$ cat src/hdl/ffa_ram.sv
`default_nettype none
module ffa_ram #(
	parameter int WIDTH = 8,
	parameter int DEPTH = 16
) (
	input wire logic clk,
	input wire logic we,
	input wire logic [$clog2(DEPTH)-1:0] waddr,
	input wire logic [WIDTH-1:0] wdata,
	input wire logic [$clog2(DEPTH)-1:0] raddr,
	output logic [WIDTH-1:0] rdata
);
	logic [WIDTH-1:0] mem [DEPTH];

	always_ff @(posedge clk) begin
		if (we) begin
			mem[waddr] <= wdata;
		end
		rdata <= mem[raddr];
	end
endmodule
`default_nettype wire

$ cat config.mk
export PLATFORM = sky130hd
export DESIGN_NAME = ffa_ram
export DESIGN_NICKNAME = d
export VERILOG_FILES = /design/src/hdl/ffa_ram.sv
export SDC_FILE = /design/constraint.sdc
export NUM_CORES = 1
export LEC_CHECK = 0
export BUFFER_PORTS_ARGS = -buffer_cell sky130_fd_sc_hd__buf_2
export CORE_MARGIN = 1
export CORE_UTILIZATION = 60
export CTS_CLUSTER_DIAMETER = 200
export CTS_CLUSTER_SIZE = 16
export DETAILED_ROUTE_END_ITERATION = 8
export HOLD_SLACK_MARGIN = 0.15
export PLACE_DENSITY_LB_ADDON = 0.08
export SYNTH_ARGS = -nofsm -noshare
export SYNTH_HDL_FRONTEND = slang
export SYNTH_SLANG_ARGS = --single-unit
$ cat constraint.sdc
create_clock -name clk -period 2.07 [get_ports clk]
set_clock_uncertainty 0.1 [all_clocks]
set_input_delay 0.207 -clock clk [delete_from_list [all_inputs] [get_ports clk]]
set_output_delay 0.207 -clock clk [all_outputs]
set_load 0.005 [all_outputs]
* Word level (Yosys, flattened, before mapping)
Memory sizes are Yosys's and may differ from the RTL's. A register that Yosys moved wholly into a read port is not among the register bits.
Cells that the tools add are included.
** Word-level totals
- Output and inout bits :: 8
- Word-level logic and storage cells :: 3
- Memories :: 1
- RAM bits :: 128
- Register bits :: 0
- Input port bits :: 18
** Memory list
- mem :: words 16, bits a word 8, rd ports 1, clocked after memory_dff 1, wr ports 1, line 13 : logic [WIDTH-1:0] mem [DEPTH];
** Cells by class
- Multiplexer cells :: 2
** Operators with widths (count)
- $mux W1 :: 2

* Longest topological paths before layout
Gate-level depths: netlist (run 1).
- Depth in word-level cells :: 2
- Mapped depth :: 5
- Depth with buffers taken out :: 3

* Worst setup path before layout (run 1)
No wires, ideal clock.
- Path type :: input -> register
- Start point :: input port waddr[2]
- End point :: memory mem[0][0], enable pin
- Arrival :: 1317 ps
- Buffers on the path :: 0
- Cell stages on the path :: 2
- Setup time :: 383 ps
- Path slack :: 270 ps
- Required time :: 1587 ps
- Cell sequence :: or3b_2 > nor3_1
** RTL lines
- start: declaration :: line 8 : input wire logic [$clog2(DEPTH)-1:0] waddr,
- end: declaration :: line 13
Straight into the memory's write port.

* Worst setup path after layout (run 1)
- Start point :: input port waddr[3]
- End point :: memory mem[10][2], enable pin
Straight into the memory's write port.

==> results.md, run 1 <==
| Item | This run |
| --- | --- |
| Total Power | 6.352 mW |
| Arrival time worst endpoint | 2.04 ns |
| Outcome | complete, no violations |
| Flop and latch count out of synthesis | 136 |
| CTS root buf | sky130_fd_sc_hd__clkbuf_8 |
| Ratio of routed vias to standard cells | 5.971 |
| Number of sinks driven by the clock tree | 136 |
| Number of nets in the layout | 313 |
| Drc violations | 0 |
| Number of pins exceeding their max-slew limit in the final report | 0 |
| Starting density of the core | 0.6233 |
| Routed vias | 2466 |
| Final hold viol count | 0 |
| Met3 demand-to-capacity share in global routing | 0.05314 |
| Largest net degree at the start of global routing | 33 |
| Power Density | 1024 nW/um2 |
| Synthesized netlist cell count | 229 |
| Total global routing track utilization | 0.2390 |
| Antenna Violating Nets Remaining | 0 |
| Floorplan die area | 8954 um2 |
| Post-synth design cell area | 5147 um2 |
| Static leakage | 2.139 nW |
| Endpoint of the worst-slack reg-to-reg timing path | rdata[4] |
| Width of the chip | 94.63 um |
| HPWL after DPL | 5.446 mm |
| Distinct cells, synth | 19 |
| Global-route track usage on met1 | 0.3329 |
| H-tree depth | 4 |
| Type of the worst setup path | in2reg |
| Row Count | 33 |
| Layout cells sized above 1 | 0.3052 |
| Final weighted congestion of routability-driven global placement | 0.7301 |
| Headroom to the max-slew limit | 0.7292 |
| First-pass iteration count of the detailed router | 4 |
| Clock transition time at the flip-flop clock pins of the worst setup and hold paths | 0.06 ns |
| Sum of routed wire length over all layers | 9.549 mm |
| Critical R2R Launch | mem[10][4] |
| Reported max-cap violation count | 0 |
| Diode count | 0 |
| Relative area change from synthesis to final layout | 20.54% |
| Fmax | 517.8 MHz |
| Number of cells traversed by the worst register-to-register path | 3 |
| Post-detailed-route wirelength per cell | 23.12 um |
| Highest-count cells in the layout ignoring fill and taps | 128 x sky130_fd_sc_hd__edfxtp_1, 25 x sky130_fd_sc_hd__buf_2, 18 x sky130_fd_sc_hd__mux4_2, 18 x sky130_fd_sc_hd__buf_4 |
| IR drop worst, VDD | 713.2 uV |
| Worst Path Required | 2.18 ns |
| Register area share after synthesis | 0.7778 |
| Per-instance average area after synthesis | 22.48 um2 |
| Vias in the first global route | 2475 |
| Type of destination of the critical path | flop |
| Most heavily used metal layer in global routing | met2 |
| Crit path to | mem[10][2] |
| First-pass GRT wire length | 14.26 mm |
| Min Clock Period, post-route | 1.931 ns |
| Cells resized by post-CTS repair | 0 |
| Inserted Clock Buffers | 17 |
| Grt ovf | 0 |
| Initial antenna violation count | 0 |
| Clk buf depth | 2 |
| Slew at the pin closest to its max-slew limit | 0.4062 ns |
| GRT met2 Usage | 0.3789 |
| CTS tree | built |
| Buffers on Ports | 25 |
| Crit share post-route | 0.9330 |
| Setup TNS after final layout | 0 ns |
| Startpoint of the most critical setup path | waddr[3] |
| Critical path fanouts, max | 6 |
| Violation count after the first detailed-routing iteration | 183 |
| Synthesis warning total | 0 |
| Leading cell type in the layout, fill and taps excluded | sky130_fd_sc_hd__edfxtp_1 |
| Chip Height | 94.63 um |
| Synthesized Nets | 247 |
| R2R setup slack | 0.60 ns |
| RSZ-0062 raised after global routing | no |
| Setup violation total in the final timing report | 0 |
| Sort of element at the start of the critical path | input port |
| Type of the most critical hold path | in2reg |
| Ports placed on the boundary | 26 |
| Area inside the core boundary | 8258 um2 |
| Clock latency at the later pin of the worst-skew pair | 0.51 ns |
## how the worst min path moves through the flow
stage | startpoint | endpoint | slack [ns] | cells after the start
global route | waddr[1] | mem[0][4] | 0.15 | 3
global placement | rdata[3] | rdata[3] | 0.48 | 1
floorplan | wdata[0] | mem[0][0] | 0.21 | 0
detailed placement | rdata[3] | rdata[3] | 0.49 | 1
CTS | waddr[1] | mem[10][4] | 0.16 | 3
finish | waddr[1] | mem[10][6] | 0.17 | 3
## sequential cells by signal (all words and copies together), names as in the netlist
signal / count
mem: 128
rdata: 8
## where the power goes
group / internal, mW / switching, mW / leakage [nW]
logic: 0.138 / 0.155 / 0.636
clock network: 1.85 / 1.11 / 0.279
registers: 3.08 / 0.0209 / 1.22
total: 5.06 / 1.29 / 2.14
## cell usage after synthesis, drive strengths merged
cell type	number	area share
edfxtp	128	0.75
mux4	32	0.15
a22oi	16	0.023
nor2	13	0.0095
nand2	9	0.0066
dfxtp	8	0.031
buf	7	0.011
nor3	4	0.0039
clkdlybuf4s25	3	0.0058
nand2b	2	0.0024
nand3b	2	0.0029
and2	1	0.0012
and2b	1	0.0015
nand3	1	0.00097
nor2b	1	0.0012
or3b	1	0.0017
## critical path: stages
cell and delay (ns):
sky130_fd_sc_hd__dlygate4sd3_1 0.53, sky130_fd_sc_hd__buf_2 0.13, sky130_fd_sc_hd__nand3b_1 0.13, sky130_fd_sc_hd__dlygate4sd3_1 0.61, sky130_fd_sc_hd__nor2_1 0.21, sky130_fd_sc_hd__buf_4 0.22
## logic make-up (layout without fill, tap and decap cells)
| logic type | after synthesis | after routing | share of synthesized area |
|---|---|---|---|
| flip-flops | 136 | 136 | 0.7778 |
| AND/OR/NAND/NOR | 35 | 35 | 0.03184 |
| multiplexers | 32 | 32 | 0.1502 |
| AO/OA/AOI/OAI | 16 | 16 | 0.02334 |
| buffers and inverters | 10 | 89 | 0.01677 |
## area by class of cell
| type | instances | area [um2] |
|---|---|---|
| Sequential cell | 136 | 4004 |
| Tap cell | 105 | 131.4 |
| Clock inverter | 13 | 170.2 |
| Multi-Input combinational cell | 83 | 1057 |
| Timing Repair Buffer | 57 | 420.4 |
| Fill cell | 478 | 2053 |
| Clock buffer | 19 | 421.7 |
## through the flow
stage                     instance area, um2  cells  hold slack, ns    util  setup WS [ns]
after detailed placement                5493    369          0.4904  0.6652         0.2695
final                                   6205    413          0.1678  0.7514         0.1388
after floorplan                         5147    229          0.2059       -         0.2701
after CTS                               6205    413          0.1552  0.7514         0.1844
after global routing                    6205    413          0.1543  0.7514        0.05255
after global placement                  5493    369          0.4842  0.6652         0.2804
## metal layers
layer	up-vias	share of wire
met1	1255	0.43
met4	0	0.010
met2	95	0.50
met3	12	0.055
li1	1104	-
met5	-	0
## timing repair
action,in CTS,in global routing
buffers inserted,0,0
hold endpoints to repair,131,0
hold buffers,12,0
(Power assumes the default switching activity.)
==> inputs of run 2 (changes only) <==
--- a/config.mk
+++ b/config.mk
@@ -5,6 +5,7 @@
 export SDC_FILE = /design/constraint.sdc
 export NUM_CORES = 1
 export LEC_CHECK = 0
+export ABC_AREA = 1
 export BUFFER_PORTS_ARGS = -buffer_cell sky130_fd_sc_hd__buf_2
 export CORE_MARGIN = 1
 export CORE_UTILIZATION = 60
==> run 2 against run 1 <==
  * Final cell count increased by 80%
  * Fmax rose by 9.3%
  * Total power grew 1.7%
  * Sequential power hardly changed
  * Critical path type unchanged
  * Clock power about the same
  * Sequential share of layout area decreased by 5.2 points
  * Wire length increased by 31%
  * Highest routed layer unchanged
  * Combinational power rose by 32%
  * Area after synthesis is 12% higher
  * Die area is 12% higher
  * Global-route usage grew 3.3 points
  * Synthesized cell count grew 140%
==> results.md, run 2 <==
| Item | This run | Change |
| --- | --- | --- |
| Outcome | complete, no violations |  |
| Total global routing track utilization | 0.2716 | +0.03262 |
| Vias in the first global route | 3736 | +51% |
| Final hold viol count | 0 | unchanged |
| Arrival time worst endpoint | 2.13 ns | +0.09 ns |
| Crit share post-route | 0.8536 | -0.07932 |
| Min Clock Period, post-route | 1.767 ns | -0.1642 ns |
| Area share of the leading cell type in the synthesized netlist | 0.6665 | -0.08020 |
| Post-synth design cell area | 5767 um2 | +12% |
| Cell types occupying the most area after synthesis | sky130_fd_sc_hd__edfxtp_1 67%, sky130_fd_sc_hd__nand2_1 11%, sky130_fd_sc_hd__nand3_1 8.4% |  |
| Area fraction in compound gates after synthesis | 0 | -0.02333 |
| Slew at the pin closest to its max-slew limit | 0.6639 ns | +0.2578 ns |
| Synthesized Nets | 569 | +130% |
| Per-instance average area after synthesis | 10.47 um2 | -53% |
| HPWL after DPL | 7.321 mm | +34% |
| Total Power | 6.461 mW | +1.7% |
| Row Count | 35 | +6.1% |
| Width of the chip | 100.0 um | +5.7% |
| Ratio of routed vias to standard cells | 5.229 | -12% |
| Grt ovf | 0 | unchanged |
| Distinct cells, synth | 12 | -7 |
| Adder-cell area share of the yosys netlist | 0 | unchanged |
| Largest net degree at the start of global routing | 65 | +97% |
| Synthesized netlist cell count | 551 | +140% |
| Ports placed on the boundary | 26 | unchanged |
| EDFF count, synth | 128 | unchanged |
| Violation count after the first detailed-routing iteration | 314 | +72% |
| CTS tree | built |  |
| Highest-count cells in the layout ignoring fill and taps | 173 x sky130_fd_sc_hd__nand2_1, 128 x sky130_fd_sc_hd__edfxtp_1, 99 x sky130_fd_sc_hd__inv_1 |  |
| First-pass iteration count of the detailed router | 5 | +1 |
| Headroom to the max-slew limit | 0.5557 | -0.1735 |
| Critical path fanouts, max | 17 | +11 |
| Starting density of the core | 0.6212 | -0.002174 |
| Clock transition time at the flip-flop clock pins of the worst setup and hold paths | 0.06 ns | about the same |
| Diode count | 0 | unchanged |
| Post-Synth Simple-Gate Area | 0.2105 | +0.1786 |
| Max FFs per register | 128 | unchanged |
| Multiplexer share of the synthesized area | 0 | -0.1502 |
| Type of destination of the critical path | flop |  |
| Worst Path Required | 2.43 ns | +0.25 ns |
| Chip Height | 100.0 um | +5.7% |
| Register area share after synthesis | 0.6943 | -0.08354 |
| Setup TNS after final layout | 0 ns | unchanged |
| Leading area contributor after synthesis | sky130_fd_sc_hd__edfxtp_1 |  |
| Final weighted congestion of routability-driven global placement | 0.8322 | +14% |
| Clock latency at the later pin of the worst-skew pair | 0.52 ns | about the same |
| Antenna Violating Nets Remaining | 0 | unchanged |
| Sort of element at the start of the critical path | input port |  |
| Post-detailed-route wirelength per cell | 16.88 um | -27% |
| Sum of routed wire length over all layers | 12.54 mm | +31% |
| Number of sinks driven by the clock tree | 136 | unchanged |
| Share of flip-flops with an asynchronous set or reset after synthesis | 0 | unchanged |
| Drc violations | 0 | unchanged |
| Post-synth top cells | 173 x sky130_fd_sc_hd__nand2_1, 128 x sky130_fd_sc_hd__edfxtp_1, 100 x sky130_fd_sc_hd__inv_1, 97 x sky130_fd_sc_hd__nand3_1, 17 x sky130_fd_sc_hd__nor2_1 |  |
| Floorplan die area | 10010 um2 | +12% |
| Area inside the core boundary | 9284 um2 | +12% |
| Layout cells sized above 1 | 0.1287 | -0.1765 |
| H-tree depth | 4 | unchanged |
| Flop and latch count out of synthesis | 136 | unchanged |
| Top register by number of flip-flops | mem |  |
| Buffers on Ports | 25 | unchanged |
| Largest regs | mem (128), rdata (8) |  |
| Number of nets in the layout | 619 | +98% |
| CTS root buf | sky130_fd_sc_hd__clkbuf_8 |  |
| Type of the most critical hold path | in2reg |  |
| Routed vias | 3885 | +58% |
| Power Density | 958.0 nW/um2 | -6.4% |
| XOR/XNOR Fraction of Synth Area | 0 | unchanged |
| RSZ-0062 raised after global routing | no |  |
| Static leakage | 2.946 nW | +38% |
| IR drop worst, VDD | 622.7 uV | -13% |
| Relative area change from synthesis to final layout | 16.95% |  |
| Setup violation total in the final timing report | 0 | unchanged |
| Clk buf depth | 2 | unchanged |
| Inserted Clock Buffers | 17 | unchanged |
| Number of pins exceeding their max-slew limit in the final report | 0 | unchanged |
| Synthesis warning total | 0 | unchanged |
| Largest family of logic cells by synthesized area | simple AND/OR/NAND/NOR gates |  |
| Type of the worst setup path | in2reg |  |
| Leading cell type in the layout, fill and taps excluded | sky130_fd_sc_hd__nand2_1 |  |
| Filler instances | 654 | +37% |
| Fmax | 565.9 MHz | +9.3% |
| First-pass GRT wire length | 19.39 mm | +36% |
| Most frequently used flop master after synthesis | sky130_fd_sc_hd__edfxtp_1 |  |
| Most instantiated library cell after synthesis | sky130_fd_sc_hd__nand2_1 |  |
| Initial antenna violation count | 0 | unchanged |
| Reported max-cap violation count | 0 | unchanged |
[run 2: worst paths after layout]
path                   start   endpoint  slack, ns  cells after the start
hold reg to reg   mem[10][0]   rdata[0]       0.56                      6
hold / removal            we  mem[3][7]       0.18                      3
setup reg to reg   mem[8][5]   rdata[5]       0.50                      7
setup / recovery    raddr[2]   rdata[5]       0.30                      7
[run 2: cell type report]
cell class,count,area [um2],area share
Timing Repair Buffer,55,390.4,0.05788
Clock buffer,17,414.1,0.06141
Sequential cell,136,4004,0.5937
Multi-Input combinational cell,289,1214,0.1800
Tap cell,129,161.4,0.02393
Inverter,102,386.6,0.05733
Clock inverter,15,173.9,0.02579
[run 2: per-stage QoR]
step | instances | cell area (um2) | worst slack (ns) | hold WS (ns) | util
floorplan | 551 | 5767 | 0.8122 | 0.2059 | -
global placement | 698 | 6027 | 0.4955 | 0.4831 | 0.6492
detailed placement | 698 | 6027 | 0.5181 | 0.4848 | 0.6492
CTS | 741 | 6725 | 0.09657 | 0.1619 | 0.7244
global route | 743 | 6744 | 0.2412 | 0.2332 | 0.7264
finish | 743 | 6744 | 0.3030 | 0.1770 | 0.7264
[run 2: logic make-up (layout without fill, tap and decap cells)]
kind of cell,Yosys count,after routing
simple gates,289,289
flops,136,136
buf+inv,126,189
[run 2: where the power goes]
part	switching [mW]	internal, mW	total (mW)
clock	1.14	1.84	2.98
sequential	0.0182	3.08	3.10
combinational	0.264	0.123	0.387
total	1.42	5.04	6.46
[run 2: critical path: stages]
cell,delay [ns]
sky130_fd_sc_hd__dlygate4sd3_1,0.52
sky130_fd_sc_hd__buf_2,0.36
sky130_fd_sc_hd__clkinvlp_4,0.22
sky130_fd_sc_hd__nand3_1,0.13
sky130_fd_sc_hd__nand3_1,0.08
sky130_fd_sc_hd__dlygate4sd3_1,0.56
sky130_fd_sc_hd__nand2_1,0.05
[run 2: per-layer routing]
metal / GRT usage / up-vias / part of all wire
met5: 0 / - / 0
met4: 0.1204 / 0 / 0.024
met3: 0.05919 / 26 / 0.069
met2: 0.4329 / 177 / 0.48
met1: 0.3638 / 1808 / 0.43
li1: - / 1874 / -
[run 2: repair_timing]
| action | CTS | global route |
|---|---|---|
| gates resized for setup | 0 | 1 |
| buffers inserted | 0 | 2 |
| setup endpoints to repair | 0 | 1 |
| endpoints found under the hold margin | 136 | 0 |
| hold buffers | 11 | 0 |
==> inputs of run 3 (changes only) <==
--- a/config.mk
+++ b/config.mk
@@ -9,6 +9,7 @@
 export BUFFER_PORTS_ARGS = -buffer_cell sky130_fd_sc_hd__buf_2
 export CORE_MARGIN = 1
 export CORE_UTILIZATION = 60
+export CTS_BUF_LIST = sky130_fd_sc_hd__clkbuf_8
 export CTS_CLUSTER_DIAMETER = 200
 export CTS_CLUSTER_SIZE = 16
 export DETAILED_ROUTE_END_ITERATION = 8
==> run 3 against run 2 <==
  * Count of clock-buffer cells in the layout is the same
  * Highest routed layer unchanged
  * Combinational power shrank 3%
  * Hold slack gained 0.021 ns
==> results.md, run 3 (synthesis results as in run 2) <==
| Item | This run | Change |
| --- | --- | --- |
| Outcome | complete, no violations |  |
| Drc violations | 0 | unchanged |
| Min Clock Period, post-route | 1.234 ns | -0.5326 ns |
| Largest regs | mem (128), rdata (8) |  |
| Quantity of hold-fixing buffers added after cts | 9 | -2 |
| Starting density of the core | 0.6212 | unchanged |
| Grt ovf | 0 | unchanged |
| HPWL after DPL | 7.321 mm | unchanged |
| Sum of routed wire length over all layers | 12.16 mm | -3.1% |
| CTS tree | built |  |
| Floorplan die area | 10010 um2 | unchanged |
| Chain of cells forming the critical path | dlygate4sd3_1 > buf_2 > inv_1 > nand3_1 > nand2_1 |  |
| Highest-count cells in the layout ignoring fill and taps | 173 x sky130_fd_sc_hd__nand2_1, 128 x sky130_fd_sc_hd__edfxtp_1, 100 x sky130_fd_sc_hd__inv_1 |  |
| Top register by number of flip-flops | mem |  |
| Type of the worst setup path | in2reg |  |
| Critical path fanouts, max | 9 | -8 |
| Cells resized by post-CTS repair | 0 | unchanged |
| Chip Height | 100.0 um | unchanged |
| Final weighted congestion of routability-driven global placement | 0.8322 | unchanged |
| CTS root buf | sky130_fd_sc_hd__clkbuf_8 |  |
| First-pass GRT wire length | 19.13 mm | -1.3% |
| Setup Buffers After CTS | 0 | unchanged |
| IR drop worst, VDD | 624.0 uV | +0.21% |
| Number of sinks driven by the clock tree | 136 | unchanged |
| Sort of element at the start of the critical path | input port |  |
| Fmax | 810.0 MHz | +43% |
| Number of pins exceeding their max-slew limit in the final report | 0 | unchanged |
| Diode count | 0 | unchanged |
| Ratio of routed vias to standard cells | 5.203 | -0.49% |
| Leading cell type in the layout, fill and taps excluded | sky130_fd_sc_hd__nand2_1 |  |
| Initial antenna violation count | 0 | unchanged |
| Reported max-cap violation count | 0 | unchanged |
| Cell area after layout | 6525 um2 | -3.2% |
| Post-detailed-route wirelength per cell | 16.45 um | -2.6% |
| Crit share post-route | 0.5964 | -0.2573 |
| Type of the most critical hold path | in2reg |  |
| Slowest stage cell on the critical path | sky130_fd_sc_hd__dlygate4sd3_1 |  |
| Routed vias | 3845 | -1.0% |
| Layout cells sized above 1 | 0.1246 | -0.004074 |
| Clk buf depth | 2 | unchanged |
| Antenna Violating Nets Remaining | 0 | unchanged |
| Largest net degree at the start of global routing | 65 | unchanged |
| Worst Path Required | 2.29 ns | -0.14 ns |
| Arrival time worst endpoint | 1.46 ns | -0.67 ns |
| Inserted Clock Buffers | 17 | unchanged |
| First-pass iteration count of the detailed router | 5 | unchanged |
| Width of the chip | 100.0 um | unchanged |
| Final hold viol count | 0 | unchanged |
| Post-Place Cell Area | 6027 um2 | unchanged |
| Setup TNS after final layout | 0 ns | unchanged |
| Setup violation total in the final timing report | 0 | unchanged |
| Clock latency at the later pin of the worst-skew pair | 0.43 ns | -0.09 ns |
| Max FFs per register | 128 | unchanged |
| Power Density | 872.2 nW/um2 | -9.0% |
| Relative area change from synthesis to final layout | 13.15% |  |
| H-tree depth | 4 | unchanged |
| Vias in the first global route | 3717 | -0.51% |
| RSZ-0062 raised after global routing | no |  |
| Type of destination of the critical path | flop |  |
| Number of nets in the layout | 615 | -0.65% |
| Area inside the core boundary | 9284 um2 | unchanged |
| Largest stage delay on the critical path | 0.53 ns | -0.03 ns |
| R2R setup slack | 0.92 ns | +0.42 ns |
| Ports placed on the boundary | 26 | unchanged |
| Row Count | 35 | unchanged |
| Slew at the pin closest to its max-slew limit | 0.6438 ns | -0.02013 ns |
| Buffers on Ports | 25 | unchanged |
| Headroom to the max-slew limit | 0.5692 | +0.01347 |
| Clock transition time at the flip-flop clock pins of the worst setup and hold paths | 0.08 ns | +0.02 ns |
| Violation count after the first detailed-routing iteration | 274 | -13% |
| Static leakage | 2.853 nW | -3.2% |
| Total global routing track utilization | 0.2665 | -0.005101 |
run 3: cell count changes in the layout (fill, tap and decap cells not counted), sizes merged:
| cell | before | now |
|---|---|---|
| buf | 44 | 42 |
| clkinvlp | 3 | 2 |
| dlygate4sd3 | 11 | 9 |
| inv | 104 | 105 |
run 3: routing by layer:
layer / wire length, um / up-vias / global-route usage
li1: - / 1860 / -
met1: 5322 / 1804 / 0.3570
met2: 5803 / 156 / 0.4202
met3: 709 / 25 / 0.05292
met4: 321 / 0 / 0.1360
met5: 0 / - / 0
run 3: report_power, final:
part / switching, mW / total, mW / internal (mW) / leakage [nW]
Combinational: 0.259 / 0.377 / 0.118 / 1.42
Sequential: 0.0177 / 3.09 / 3.07 / 1.22
Clock: 1.03 / 2.22 / 1.19 / 0.206
run 3: final cells by class:
| cell class | count | area [um2] |
|---|---|---|
| fill | 690 | 2759 |
| sequential | 136 | 4004 |
| tap | 129 | 161.4 |
| timing repair buffer | 51 | 355.3 |
| multi-input combinational | 289 | 1214 |
| clock buffer | 17 | 234.0 |
| inverter | 102 | 382.9 |
| clock inverter | 15 | 173.9 |
run 3: final timing paths:
check	startpoint	to	depth (start not counted)
worst max-delay path	raddr[3]	rdata[3]	5
worst max register to register	mem[4][3]	rdata[3]	6
worst min register to register	mem[10][0]	rdata[0]	6
worst min-delay path	raddr[2]	rdata[5]	4
run 3: critical path, delay by kind of cell:
kind	cells	cell delay, ns
simple gates	2	0.26
buf+inv	3	0.99
run 3: through the flow:
step	total power [mW]	setup WS (ns)	cells	hold slack (ns)	util
6_report	5.691	0.8355	739	0.1984	0.7028
5_1_grt	5.864	0.8027	739	0.2002	0.7028
4_1_cts	5.708	0.8344	739	0.1773	0.7028
3_5_place_dp	3.516	0.5181	698	0.4848	0.6492
3_3_place_gp	3.508	0.4955	698	0.4831	0.6492
2_1_floorplan	3.370	0.8122	551	0.2059	-
